--- config.mk ---
export PLATFORM = sky130hd
export DESIGN_NAME = gpio_register_block
export DESIGN_NICKNAME = d
export VERILOG_FILES = /design/src/gpio_rb_pkg.sv /design/src/gpio_register_block.sv
export VERILOG_INCLUDE_DIRS = /design/src /design/src/src
export SDC_FILE = /design/constraint.sdc
export NUM_CORES = 1
export LEC_CHECK = 0
export BUFFER_PORTS_ARGS = -buffer_cell sky130_fd_sc_hd__buf_2
export CAP_MARGIN = 20
export CELL_PAD_IN_SITES_DETAIL_PLACEMENT = 1
export CELL_PAD_IN_SITES_GLOBAL_PLACEMENT = 1
export CORE_MARGIN = 4
export CORE_UTILIZATION = 48
export DETAILED_ROUTE_END_ITERATION = 12
export GPL_TIMING_DRIVEN = 0
export PLACE_DENSITY = 0.91
export SYNTH_ARGS = -nofsm -noshare
export SYNTH_HDL_FRONTEND = slang
export SYNTH_SLANG_ARGS = --single-unit
--- constraint.sdc ---
create_clock -name clk -period 9 [get_ports clk]
set_clock_uncertainty 0.05 [all_clocks]
set_input_delay 0.9 -clock clk [delete_from_list [all_inputs] [get_ports clk]]
set_output_delay 0.9 -clock clk [all_outputs]
set_load 0.05 [all_outputs]
--- src/gpio_register_block_defines.svh ---
// Assertion macros shared by the GPIO register block RTL.
`ifndef GPIO_REGISTER_BLOCK_DEFINES_SVH
`define GPIO_REGISTER_BLOCK_DEFINES_SVH

// The condition must hold in the same cycle as the trigger.
`define GRB_ASSERT_NOW(label, trig, cond) \
	label: assert property (@(posedge clk) disable iff (!arst_n) (trig) |-> (cond)) \
		else $error("gpio_register_block: same-cycle check failed");

// The condition must hold in the cycle after the trigger.
`define GRB_ASSERT_NEXT(label, trig, cond) \
	label: assert property (@(posedge clk) disable iff (!arst_n) (trig) |=> (cond)) \
		else $error("gpio_register_block: next-cycle check failed");

`endif

--- src/gpio_rb_pkg.sv ---
package gpio_rb_pkg;

	localparam int PIN_COUNT            = 54;
	localparam int PINS_PER_SELECT_WORD = 10;
	localparam int SELECT_WORDS         = 6;
	localparam int SELECT_IDX_BITS      = $clog2(SELECT_WORDS);
	localparam int FIELD_BITS           = 3;
	localparam int SELECT_BITS          = FIELD_BITS * PINS_PER_SELECT_WORD;
	localparam int DATA_BITS            = 32;
	localparam int OFFSET_BITS          = 6;
	localparam int PULL_BITS            = 2;

	typedef logic [OFFSET_BITS-1:0] offset_t;
	typedef logic [PIN_COUNT-1:0]   pins_t;
	typedef logic [SELECT_BITS-1:0] select_t;
	typedef logic [DATA_BITS-1:0]   data_t;
	typedef logic [PULL_BITS-1:0]   pull_t;

	// Register word offsets (byte offset divided by four).
	localparam offset_t OFF_SET0    = offset_t'('h1C >> 2);
	localparam offset_t OFF_SET1    = offset_t'(('h1C >> 2) + 1);
	localparam offset_t OFF_CLR0    = offset_t'('h28 >> 2);
	localparam offset_t OFF_CLR1    = offset_t'(('h28 >> 2) + 1);
	localparam offset_t OFF_LEV0    = offset_t'('h34 >> 2);
	localparam offset_t OFF_LEV1    = offset_t'(('h34 >> 2) + 1);
	localparam offset_t OFF_PUD     = offset_t'('h94 >> 2);
	localparam offset_t OFF_PUDCLK0 = offset_t'('h98 >> 2);
	localparam offset_t OFF_PUDCLK1 = offset_t'(('h98 >> 2) + 1);

	localparam logic KIND_READ  = 1'b0;
	localparam logic KIND_WRITE = 1'b1;

	localparam logic [FIELD_BITS-1:0] FUNC_OUTPUT = 3'b001;
	localparam pull_t PULL_DOWN = 2'd1;
	localparam pull_t PULL_UP   = 2'd2;

	// Bits of select word w that belong to existing pins.
	function automatic select_t select_mask(int w);
		select_t m;
		m = '0;
		for (int f = 0; f < PINS_PER_SELECT_WORD; f++) begin
			if (w * PINS_PER_SELECT_WORD + f < PIN_COUNT) begin
				m[f*FIELD_BITS +: FIELD_BITS] = '1;
			end
		end
		return m;
	endfunction

	// Place a 32-bit bank word onto the pin vector.
	function automatic pins_t bank_bits(logic bank, data_t data);
		logic [2*DATA_BITS-1:0] wide;
		wide = bank ? {data, {DATA_BITS{1'b0}}} : {{DATA_BITS{1'b0}}, data};
		return wide[PIN_COUNT-1:0];
	endfunction

	// Take one 32-bit bank out of the pin vector.
	function automatic data_t bank_read(logic bank, pins_t v);
		logic [2*DATA_BITS-1:0] wide;
		wide = (2*DATA_BITS)'(v);
		return bank ? wide[2*DATA_BITS-1:DATA_BITS] : wide[DATA_BITS-1:0];
	endfunction

endpackage

--- src/gpio_register_block.sv ---
// Channel  Handshake           Payload
// in       in_valid/in_stall   kind, word_offset, write_data, pin_inputs
// out      out_valid/out_stall read_data, drive_levels, drive_enables,
//                              pull_up_mask, pull_down_mask
//
// One word is accepted per cycle while in_stall is low; its result passes through
// the input register and then the result register.
// The register file is updated at the same edge that loads the result, so a
// following word sees the new contents with no gap.
// arst_n clears the valid flags and the register file: every pin an input, no pull.
// A stalled result holds the input register; in_stall follows it directly.
`include "gpio_register_block_defines.svh"

module gpio_register_block
	import gpio_rb_pkg::*;
(
	input  logic                   clk,
	input  logic                   arst_n,
	input  logic                   in_valid,
	output logic                   in_stall,
	input  logic                   kind,
	input  logic [OFFSET_BITS-1:0] word_offset,
	input  logic [DATA_BITS-1:0]   write_data,
	input  logic [PIN_COUNT-1:0]   pin_inputs,
	output logic                   out_valid,
	input  logic                   out_stall,
	output logic [DATA_BITS-1:0]   read_data,
	output logic [PIN_COUNT-1:0]   drive_levels,
	output logic [PIN_COUNT-1:0]   drive_enables,
	output logic [PIN_COUNT-1:0]   pull_up_mask,
	output logic [PIN_COUNT-1:0]   pull_down_mask
);

	// Input register.
	logic    valid_s1;
	logic    kind_s1;
	offset_t off_s1;
	data_t   wdata_s1;
	pins_t   pins_s1;

	// Register file.
	select_t func_q [SELECT_WORDS];
	pins_t   latch_q;
	pull_t   mode_q;
	pins_t   pudclk_q;
	pull_t   pull_q [PIN_COUNT];

	select_t func_n [SELECT_WORDS];
	pins_t   latch_n;
	pull_t   mode_n;
	pins_t   pudclk_n;
	pull_t   pull_n [PIN_COUNT];

	// Result register.
	logic  out_valid_q;
	data_t rdata_q;
	pins_t levels_q;
	pins_t enables_q;
	pins_t up_q;
	pins_t down_q;

	data_t rdata_n;
	pins_t enables_n;
	pins_t up_n;
	pins_t down_n;

	logic out_load;
	logic advance;
	logic is_write;
	logic [SELECT_IDX_BITS-1:0] sel_idx;
	pins_t pud_sel;
	logic clr_all;

	assign out_load = !out_valid_q || !out_stall;
	assign advance  = valid_s1 && out_load;
	assign in_stall = valid_s1 && !out_load;
	assign is_write = (kind_s1 == KIND_WRITE);
	assign sel_idx  = off_s1[SELECT_IDX_BITS-1:0];
	assign pud_sel  = bank_bits(off_s1 == OFF_PUDCLK1, wdata_s1);
	assign clr_all  = advance && is_write && (off_s1 == OFF_CLR0) && (&wdata_s1);

	always_ff @(posedge clk or negedge arst_n) begin
		if (!arst_n) begin
			valid_s1 <= 1'b0;
		end else if (!in_stall) begin
			valid_s1 <= in_valid;
		end
	end

	always_ff @(posedge clk) begin
		if (!in_stall && in_valid) begin
			kind_s1  <= kind;
			off_s1   <= word_offset;
			wdata_s1 <= write_data;
			pins_s1  <= pin_inputs;
		end
	end

	// Decode and read-modify-write of the register file.
	always_comb begin
		for (int w = 0; w < SELECT_WORDS; w++) begin
			func_n[w] = func_q[w];
		end
		for (int p = 0; p < PIN_COUNT; p++) begin
			pull_n[p] = pull_q[p];
		end
		latch_n  = latch_q;
		mode_n   = mode_q;
		pudclk_n = pudclk_q;
		rdata_n  = '0;

		if (off_s1 < offset_t'(SELECT_WORDS)) begin
			if (is_write) begin
				for (int w = 0; w < SELECT_WORDS; w++) begin
					if (sel_idx == SELECT_IDX_BITS'(w)) begin
						func_n[w] = wdata_s1[SELECT_BITS-1:0] & select_mask(w);
					end
				end
			end else begin
				rdata_n = DATA_BITS'(func_q[sel_idx]);
			end
		end else begin
			case (off_s1)
				OFF_SET0, OFF_SET1: begin
					if (is_write) begin
						latch_n = latch_q | bank_bits(off_s1 == OFF_SET1, wdata_s1);
					end
				end
				OFF_CLR0, OFF_CLR1: begin
					if (is_write) begin
						latch_n = latch_q & ~bank_bits(off_s1 == OFF_CLR1, wdata_s1);
					end
				end
				OFF_LEV0, OFF_LEV1: begin
					if (!is_write) begin
						rdata_n = bank_read(off_s1 == OFF_LEV1, pins_s1);
					end
				end
				OFF_PUD: begin
					if (is_write) begin
						mode_n = wdata_s1[PULL_BITS-1:0];
					end else begin
						rdata_n = DATA_BITS'(mode_q);
					end
				end
				OFF_PUDCLK0, OFF_PUDCLK1: begin
					if (is_write) begin
						pudclk_n = (pudclk_q & ~bank_bits(off_s1 == OFF_PUDCLK1, '1))
							| pud_sel;
						// Every pin clocked with a one takes the current pull mode.
						for (int p = 0; p < PIN_COUNT; p++) begin
							if (pud_sel[p]) begin
								pull_n[p] = mode_q;
							end
						end
					end else begin
						rdata_n = bank_read(off_s1 == OFF_PUDCLK1, pudclk_q);
					end
				end
				default: begin
					rdata_n = '0;
				end
			endcase
		end
	end

	// Per-pin views of the updated state.
	for (genvar p = 0; p < PIN_COUNT; p++) begin : g_pin
		localparam int W = p / PINS_PER_SELECT_WORD;
		localparam int F = p % PINS_PER_SELECT_WORD;
		if (W < SELECT_WORDS) begin : g_sel
			assign enables_n[p] = (func_n[W][F*FIELD_BITS +: FIELD_BITS] == FUNC_OUTPUT);
		end else begin : g_nosel
			assign enables_n[p] = 1'b0;
		end
		assign up_n[p]   = (pull_n[p] == PULL_UP);
		assign down_n[p] = (pull_n[p] == PULL_DOWN);
	end

	always_ff @(posedge clk or negedge arst_n) begin
		if (!arst_n) begin
			for (int w = 0; w < SELECT_WORDS; w++) begin
				func_q[w] <= '0;
			end
			for (int p = 0; p < PIN_COUNT; p++) begin
				pull_q[p] <= '0;
			end
			latch_q  <= '0;
			mode_q   <= '0;
			pudclk_q <= '0;
		end else if (advance) begin
			for (int w = 0; w < SELECT_WORDS; w++) begin
				func_q[w] <= func_n[w];
			end
			for (int p = 0; p < PIN_COUNT; p++) begin
				pull_q[p] <= pull_n[p];
			end
			latch_q  <= latch_n;
			mode_q   <= mode_n;
			pudclk_q <= pudclk_n;
		end
	end

	always_ff @(posedge clk or negedge arst_n) begin
		if (!arst_n) begin
			out_valid_q <= 1'b0;
		end else if (out_load) begin
			out_valid_q <= valid_s1;
		end
	end

	always_ff @(posedge clk) begin
		if (advance) begin
			rdata_q   <= is_write ? '0 : rdata_n;
			levels_q  <= latch_n;
			enables_q <= enables_n;
			up_q      <= up_n;
			down_q    <= down_n;
		end
	end

	assign out_valid      = out_valid_q;
	assign read_data      = rdata_q;
	assign drive_levels   = levels_q;
	assign drive_enables  = enables_q;
	assign pull_up_mask   = up_q;
	assign pull_down_mask = down_q;

	`GRB_ASSERT_NEXT(a_write_reads_zero, advance && is_write, read_data == '0)
	`GRB_ASSERT_NOW(a_pull_exclusive, out_valid, (pull_up_mask & pull_down_mask) == '0)
	`GRB_ASSERT_NEXT(a_clear_all_low, clr_all, drive_levels[DATA_BITS-1:0] == '0)
	`GRB_ASSERT_NOW(a_stall_needs_item, in_stall, valid_s1 && out_valid_q)

endmodule
* Word-level counts from Yosys, hierarchy flattened
Index checks and enable logic that the tools add are counted.
** Cells by class
- $add $sub $neg :: 0
- Multiply operators :: 0
- Div/mod/pow operators :: 0
- $lt $le $gt $ge :: 2
- Eq/ne operators :: 176
- Shift-type cells :: 0
- Mux-type cells :: 98
- Bitwise operators :: 14
- Reductions and logical operators :: 17
** Operators with widths (number)
- 54-bit 2-to-1 mux :: 7
- 180-bit 2-to-1 mux :: 2
- 108-bit 2-to-1 mux :: 3
- 30-bit 2-to-1 mux :: 9
- 3-bit by 1-bit equality test with 1-bit output, second input constant :: 55
- 30-bit AND :: 5
- 54-bit AND :: 2
- 2-bit by 1-bit equality test with 1-bit output, second input constant :: 54
- 2-bit equality test, second input constant :: 54
- 2-bit 2-to-1 mux :: 54
- 54-bit NOT :: 2
- 54-bit bitwise OR :: 2
- 54-bit case mux with 2 select lines :: 1
- 32-bit case mux with 3 select lines :: 1
- 30-bit binary-select mux with 3-bit select :: 1
- 32-bit 2-to-1 mux :: 2
- 3-bit 2-to-1 mux :: 18
- 30-bit by 12-bit AND with 30-bit output :: 1
- 6-bit by 4-bit equality test with 1-bit output, second input constant :: 5
- 6-bit equality test, second input constant :: 3
- 4-bit AND reduction :: 3
- 2-bit OR reduction :: 5
- 3-bit by 2-bit equality test with 1-bit output, second input constant :: 2
- 3-bit equality test, second input constant :: 2
- 9 further kinds :: 14
** Storage, ports and cells
- Flip-flop bits (word level) :: 741
- Bits in latches :: 0
- Memory bits (writable) :: 0
- ROM bits :: 0
- Bits of input ports :: 97
- Output and inout port bits :: 250
- Word-level logic and storage cells :: 383
- Memories :: 0

* Depth between registers and ports, before layout
- Depth in word-level cells :: 9
- Depth in mapped cells :: 8
- Depth with buffers taken out :: 5

* Worst setup path before layout
No wires, ideal clock.
- Kind :: input to register
- Start point :: input port out_stall
- End point :: register pull_q[64] (netlist name)
- Library setup time :: 0.125 ns
- Arrival time :: 7.472 ns
- Data required time :: 8.825 ns
- Slack :: 1.353 ns
- Stages :: 6
- Buffers on the path :: 1
- Path through :: a21bo_2 -> buf_2 -> inv_1 -> nand3_1 -> nor2_1 -> mux2_2
** On the way
- Cells in the longest elaborated chain, start to end :: 3
** Ends and longest elaborated chain
- start, declared :: line gpio_register_block.sv:26 : input logic out_stall,
- 1-bit zero test :: line gpio_register_block.sv:74 : assign out_load = !out_valid_q || !out_stall;
- 1-bit logical OR :: line gpio_register_block.sv:74
- 1-bit logical AND :: line gpio_register_block.sv:75 : assign advance = valid_s1 && out_load;
- net advance :: line gpio_register_block.sv:68 : logic advance;
- end signal, assigned by index :: line gpio_register_block.sv:196 : pull_q[p] <= pull_n[p];
- end, declared :: line gpio_register_block.sv:46 : pull_t pull_q [PIN_COUNT];
The timed path passes the listed nets, and every way through them passes these cells.
A chain may end at the register's enable or synchronous reset.

* Final worst setup path
- Start point :: register kind_s1, in the netlist is_write
- End point :: register levels_q[11], in the netlist drive_levels[11] (data pin)
** On the way
- Cells in the longest elaborated chain, start to end :: 3
- Elaborated cells on any way between the ends :: 4
- Classes of those cells :: 4 x mux
** Ends and longest elaborated chain
- start, declared :: line gpio_register_block.sv:36 : logic kind_s1;
- start signal, assigned :: line gpio_register_block.sv:92 : kind_s1 <= kind;
- 54-bit 2-to-1 mux, on equally long branches :: line gpio_register_block.sv:130, gpio_register_block.sv:125
- 54-bit case mux with 2 select lines * :: line gpio_register_block.sv:123 : case (off_s1)
- 54-bit 2-to-1 mux * :: line gpio_register_block.sv:112 : if (off_s1 < offset_t'(SELECT_WORDS)) begin
- net latch_n[11] :: line gpio_register_block.sv:49 : pins_t latch_n;
- end signal, assigned :: line gpio_register_block.sv:215 : levels_q <= latch_n;
- end, declared :: line gpio_register_block.sv:57 : pins_t levels_q;
Mark *: on every way through the listed nets, which the timed path passes. The rest lies on a longest branch.

==> summary.txt <==
Run status
  • Status: finished, final reports clean

Power
  • Pwr/cell area: 227 nW/um2
  • Comb pwr share: 0.140
  • Sw power: 0.00243 W
  • VDD IR max: 0.000137 V
  • Leak: 16.2 nW
  • Reg power frac: 0.469
  • Int Pwr: 0.00601 W
  • Clock network power share: 0.391
  • Net Sw Frac: 0.288
  • Overall power: 0.00844 W

Global route
  • Global-route wire length before repair: 166 mm
  • Grt total ovfl: 0
  • Vias in the first global route: 25600
  • Gr busiest metal: met2
  • Routing usage on met2: 0.526
  • GRT met3 Usage: 0.0652
  • Total GRT Usage: 0.315
  • Met1 Use GR: 0.393
  • Largest net degree at the start of global routing: 138
  • Initial antenna violation count: 5

Drt
  • # DRC: 0
  • Routed wire length per instance: 30.0 um
  • Vias per inst: 6.36
  • Via count: 23900
  • DRT iter0 DRCs: 2680
  • Post-Route WL: 113 mm
  • Drt first pass iters: 7
  • Routed Antenna Nets: 0

STA
  • Fin Setup TNS: 0 ns
  • Fin worst setup slack: 5.20 ns
  • Fin crit period: 3.80 ns
  • Worst slew pin tran: 1.14 ns
  • Count of pins over their slew limit: 0
  • Worst hold slack: 0.274 ns
  • Relative slew slack: 0.238
  • Final Hold Viols: 0
  • Final-report setup violation count: 0
  • Fmax: 263 MHz
  • RSZ-0062 raised after global routing: false
  • Period utilisation layout: 0.422

Layout
  • Ratio of cells with drive above 1 in the final layout: 0.289
  • Final core utilization: 0.574
  • Final nets: 2933
  • P&R area growth vs syn: 17.8%

Die
  • Rows: 93
  • Die area: 69800 um2
  • Die Wd: 264 um
  • Die Height: 264 um
  • Starting Density: 0.487
  • Core area: 64700 um2
  • IO Pins: 347

Logic synthesis
  • Synthesized area per cell: 13.1 um2
  • Async SR Flop Fraction: 0.528
  • Synth area leaders: edfxtp_1 32%, dfrtp_1 30%, mux2_2 9.3%
  • EDFF count, synth: 341
  • Synth warn: 0
  • Largest area contributor in the netlist: edfxtp_1
  • FF+latch count, synth: 723
  • Syn Std Cell Area: 31500 um2
  • Sequential cell area fraction in the yosys report: 0.628
  • Post-Syn Nets: 2500
  • Synth top area share: 0.325
  • Syn Inst Count: 2403
  • Synth cell types: 55
  • Predominant post-synthesis flop cell: dfrtp_1

Run
  • Max-cap violations: 0

Place
  • GPL Wtd Cong: 0.923
  • Post-DP HPWL: 80.5 mm
  • Count of input and output buffers: 346
  • Place WS: 4.83 ns

Clock tree
  • H-Tree Depth: 3
  • Post-CTS Setup Inserts: 0
  • CTS root buffer: clkbuf_16
  • # hold bufs at CTS: 0
  • Sink Count: 723
  • Cts repair resizes: 0
  • Clk slew on worst S/H paths: 0.06 ns
  • CTS Buffer Depth: 3
  • Skew-Pair Late Insertion Delay: 0.65 ns
  • Cts bufs inserted: 78
  • CTS tree: built

Worst setup path
  • Setup CP Type: flop to flop
  • Worst Path Required: 9.30 ns
  • CP Launch Type: flop
  • Crit Path Max Fanout: 10
  • Worst EP arrival: 4.11 ns
  • CP Capture Type: flop

Hold path
  • HP Class: input port to asynchronous set/reset pin
routing by layer:
metal	up-vias	routed length, um
met5	-	29
met4	4	6610
met3	403	9330
met2	1485	54800
met1	12300	41900
li1	9727	-
synth_stat cells (2+ instances only):
master	count
a2111oi_0	11
a211oi_1	18
a21o_1	27
a21oi_1	15
a221oi_1	19
a22o_1	10
a22oi_1	2
a31oi_1	64
and3_1	2
buf_1	7
buf_2	44
buf_4	9
clkbuf_1	113
clkbuf_2	3
dfrtp_1	382
edfxtp_1	341
inv_1	15
mux2_1	23
mux2_2	260
mux2i_1	191
mux4_2	10
nand2_1	157
nand2b_1	114
nand3_1	48
nand4_1	5
nor2_1	109
nor2_4	6
nor2_8	4
nor2b_1	14
nor3_1	43
nor3_2	15
nor3_4	3
nor3b_1	7
o21ai_0	257
o22a_1	2
o22ai_1	31
or3_1	4
path summary, 6_finish.rpt:
| path | from | slack [ns] | depth (start not counted) | endpoint |
|---|---|---|---|---|
| worst max-delay path | is_write$_DFFE_PP_ | 5.20 | 6 | drive_levels[11]$_DFFE_PP_ |
| worst min-delay path | arst_n | 0.27 | 2 | pull_q[96]$_DFFE_PN0P_ |
| worst max register to register | is_write$_DFFE_PP_ | 5.20 | 6 | drive_levels[11]$_DFFE_PP_ |
| worst min register to register | flop | 0.43 | 1 | flop |
| max in group asynchronous | arst_n | 7.27 | 4 | func_q[142]$_DFFE_PN0P_ |
| min in group clk | pin_inputs[12] | 0.38 | 1 | pins_s1[12]$_DFFE_PP_ |
critical path, stage by stage, from the launching register on:
cell and delay (ns):
edfxtp_1 0.50, buf_2 0.34, buf_1 0.60, clkbuf_1 0.69
clkbuf_1 0.57, a31oi_1 0.18, o21ai_0 0.57
area by class of cell:
| type | count | area [um2] |
|---|---|---|
| Fill cell | 6493 | 27600 |
| Sequential cell | 723 | 19800 |
| Multi-Input combinational cell | 1488 | 10900 |
| Clock buffer | 115 | 2290 |
| Timing Repair Buffer | 353 | 1910 |
| Tap cell | 855 | 1070 |
| Buffer | 177 | 773 |
| Clock inverter | 30 | 329 |
| Inverter | 15 | 63.8 |
| Antenna cell | 2 | 5.00 |
power by group through the flow:
stage | Clock, W | Combinational [W] | Sequential, W
4_1_cts | 0.00332 | 0.00117 | 0.00395
5_1_grt | 0.00349 | 0.00123 | 0.00398
6_report | 0.00330 | 0.00118 | 0.00396
3_3_place_gp | 0 | 0.00108 | 0.00401
2_1_floorplan | 0 | 0.000418 | 0.00432
3_5_place_dp | 0 | 0.00115 | 0.00401
flip-flops by register name (all words and copies together), names as in the netlist, 2 cells and up, named ones only:
signal and cells:
drive_levels 54, pull_up_mask 54, wdata_s1 32, drive_enables 54, mode_q 2, func_q 162
pull_down_mask 54, pins_s1 54, pull_q 108, latch_q 54, off_s1 6, read_data 32
cells in the final DEF (no fill, tap or decap), types with 82 or more instances in the layout:
cell	synthesis	layout
buf_2	44	389
clkbuf_1	113	135
clkbuf_16	0	82
dfrtp_1	382	382
edfxtp_1	341	341
mux2_2	260	260
mux2i_1	191	191
nand2_1	157	157
nand2b_1	114	114
nor2_1	109	109
o21ai_0	257	257
per-stage QoR:
step	cells	cell area (um2)
floorplan	2403	31500
finish	3758	37100
CTS	3755	37100
global placement	3604	34300
detailed placement	3610	34500
global route	3756	37100
cell families after synthesis:
logic type / count (synthesis) / share of synthesized area
mux: 484 / 0.169
compound gates: 459 / 0.0857
simple gates: 545 / 0.0910
buf+inv: 192 / 0.0263
flops: 723 / 0.628
(Power assumes the default switching activity.)
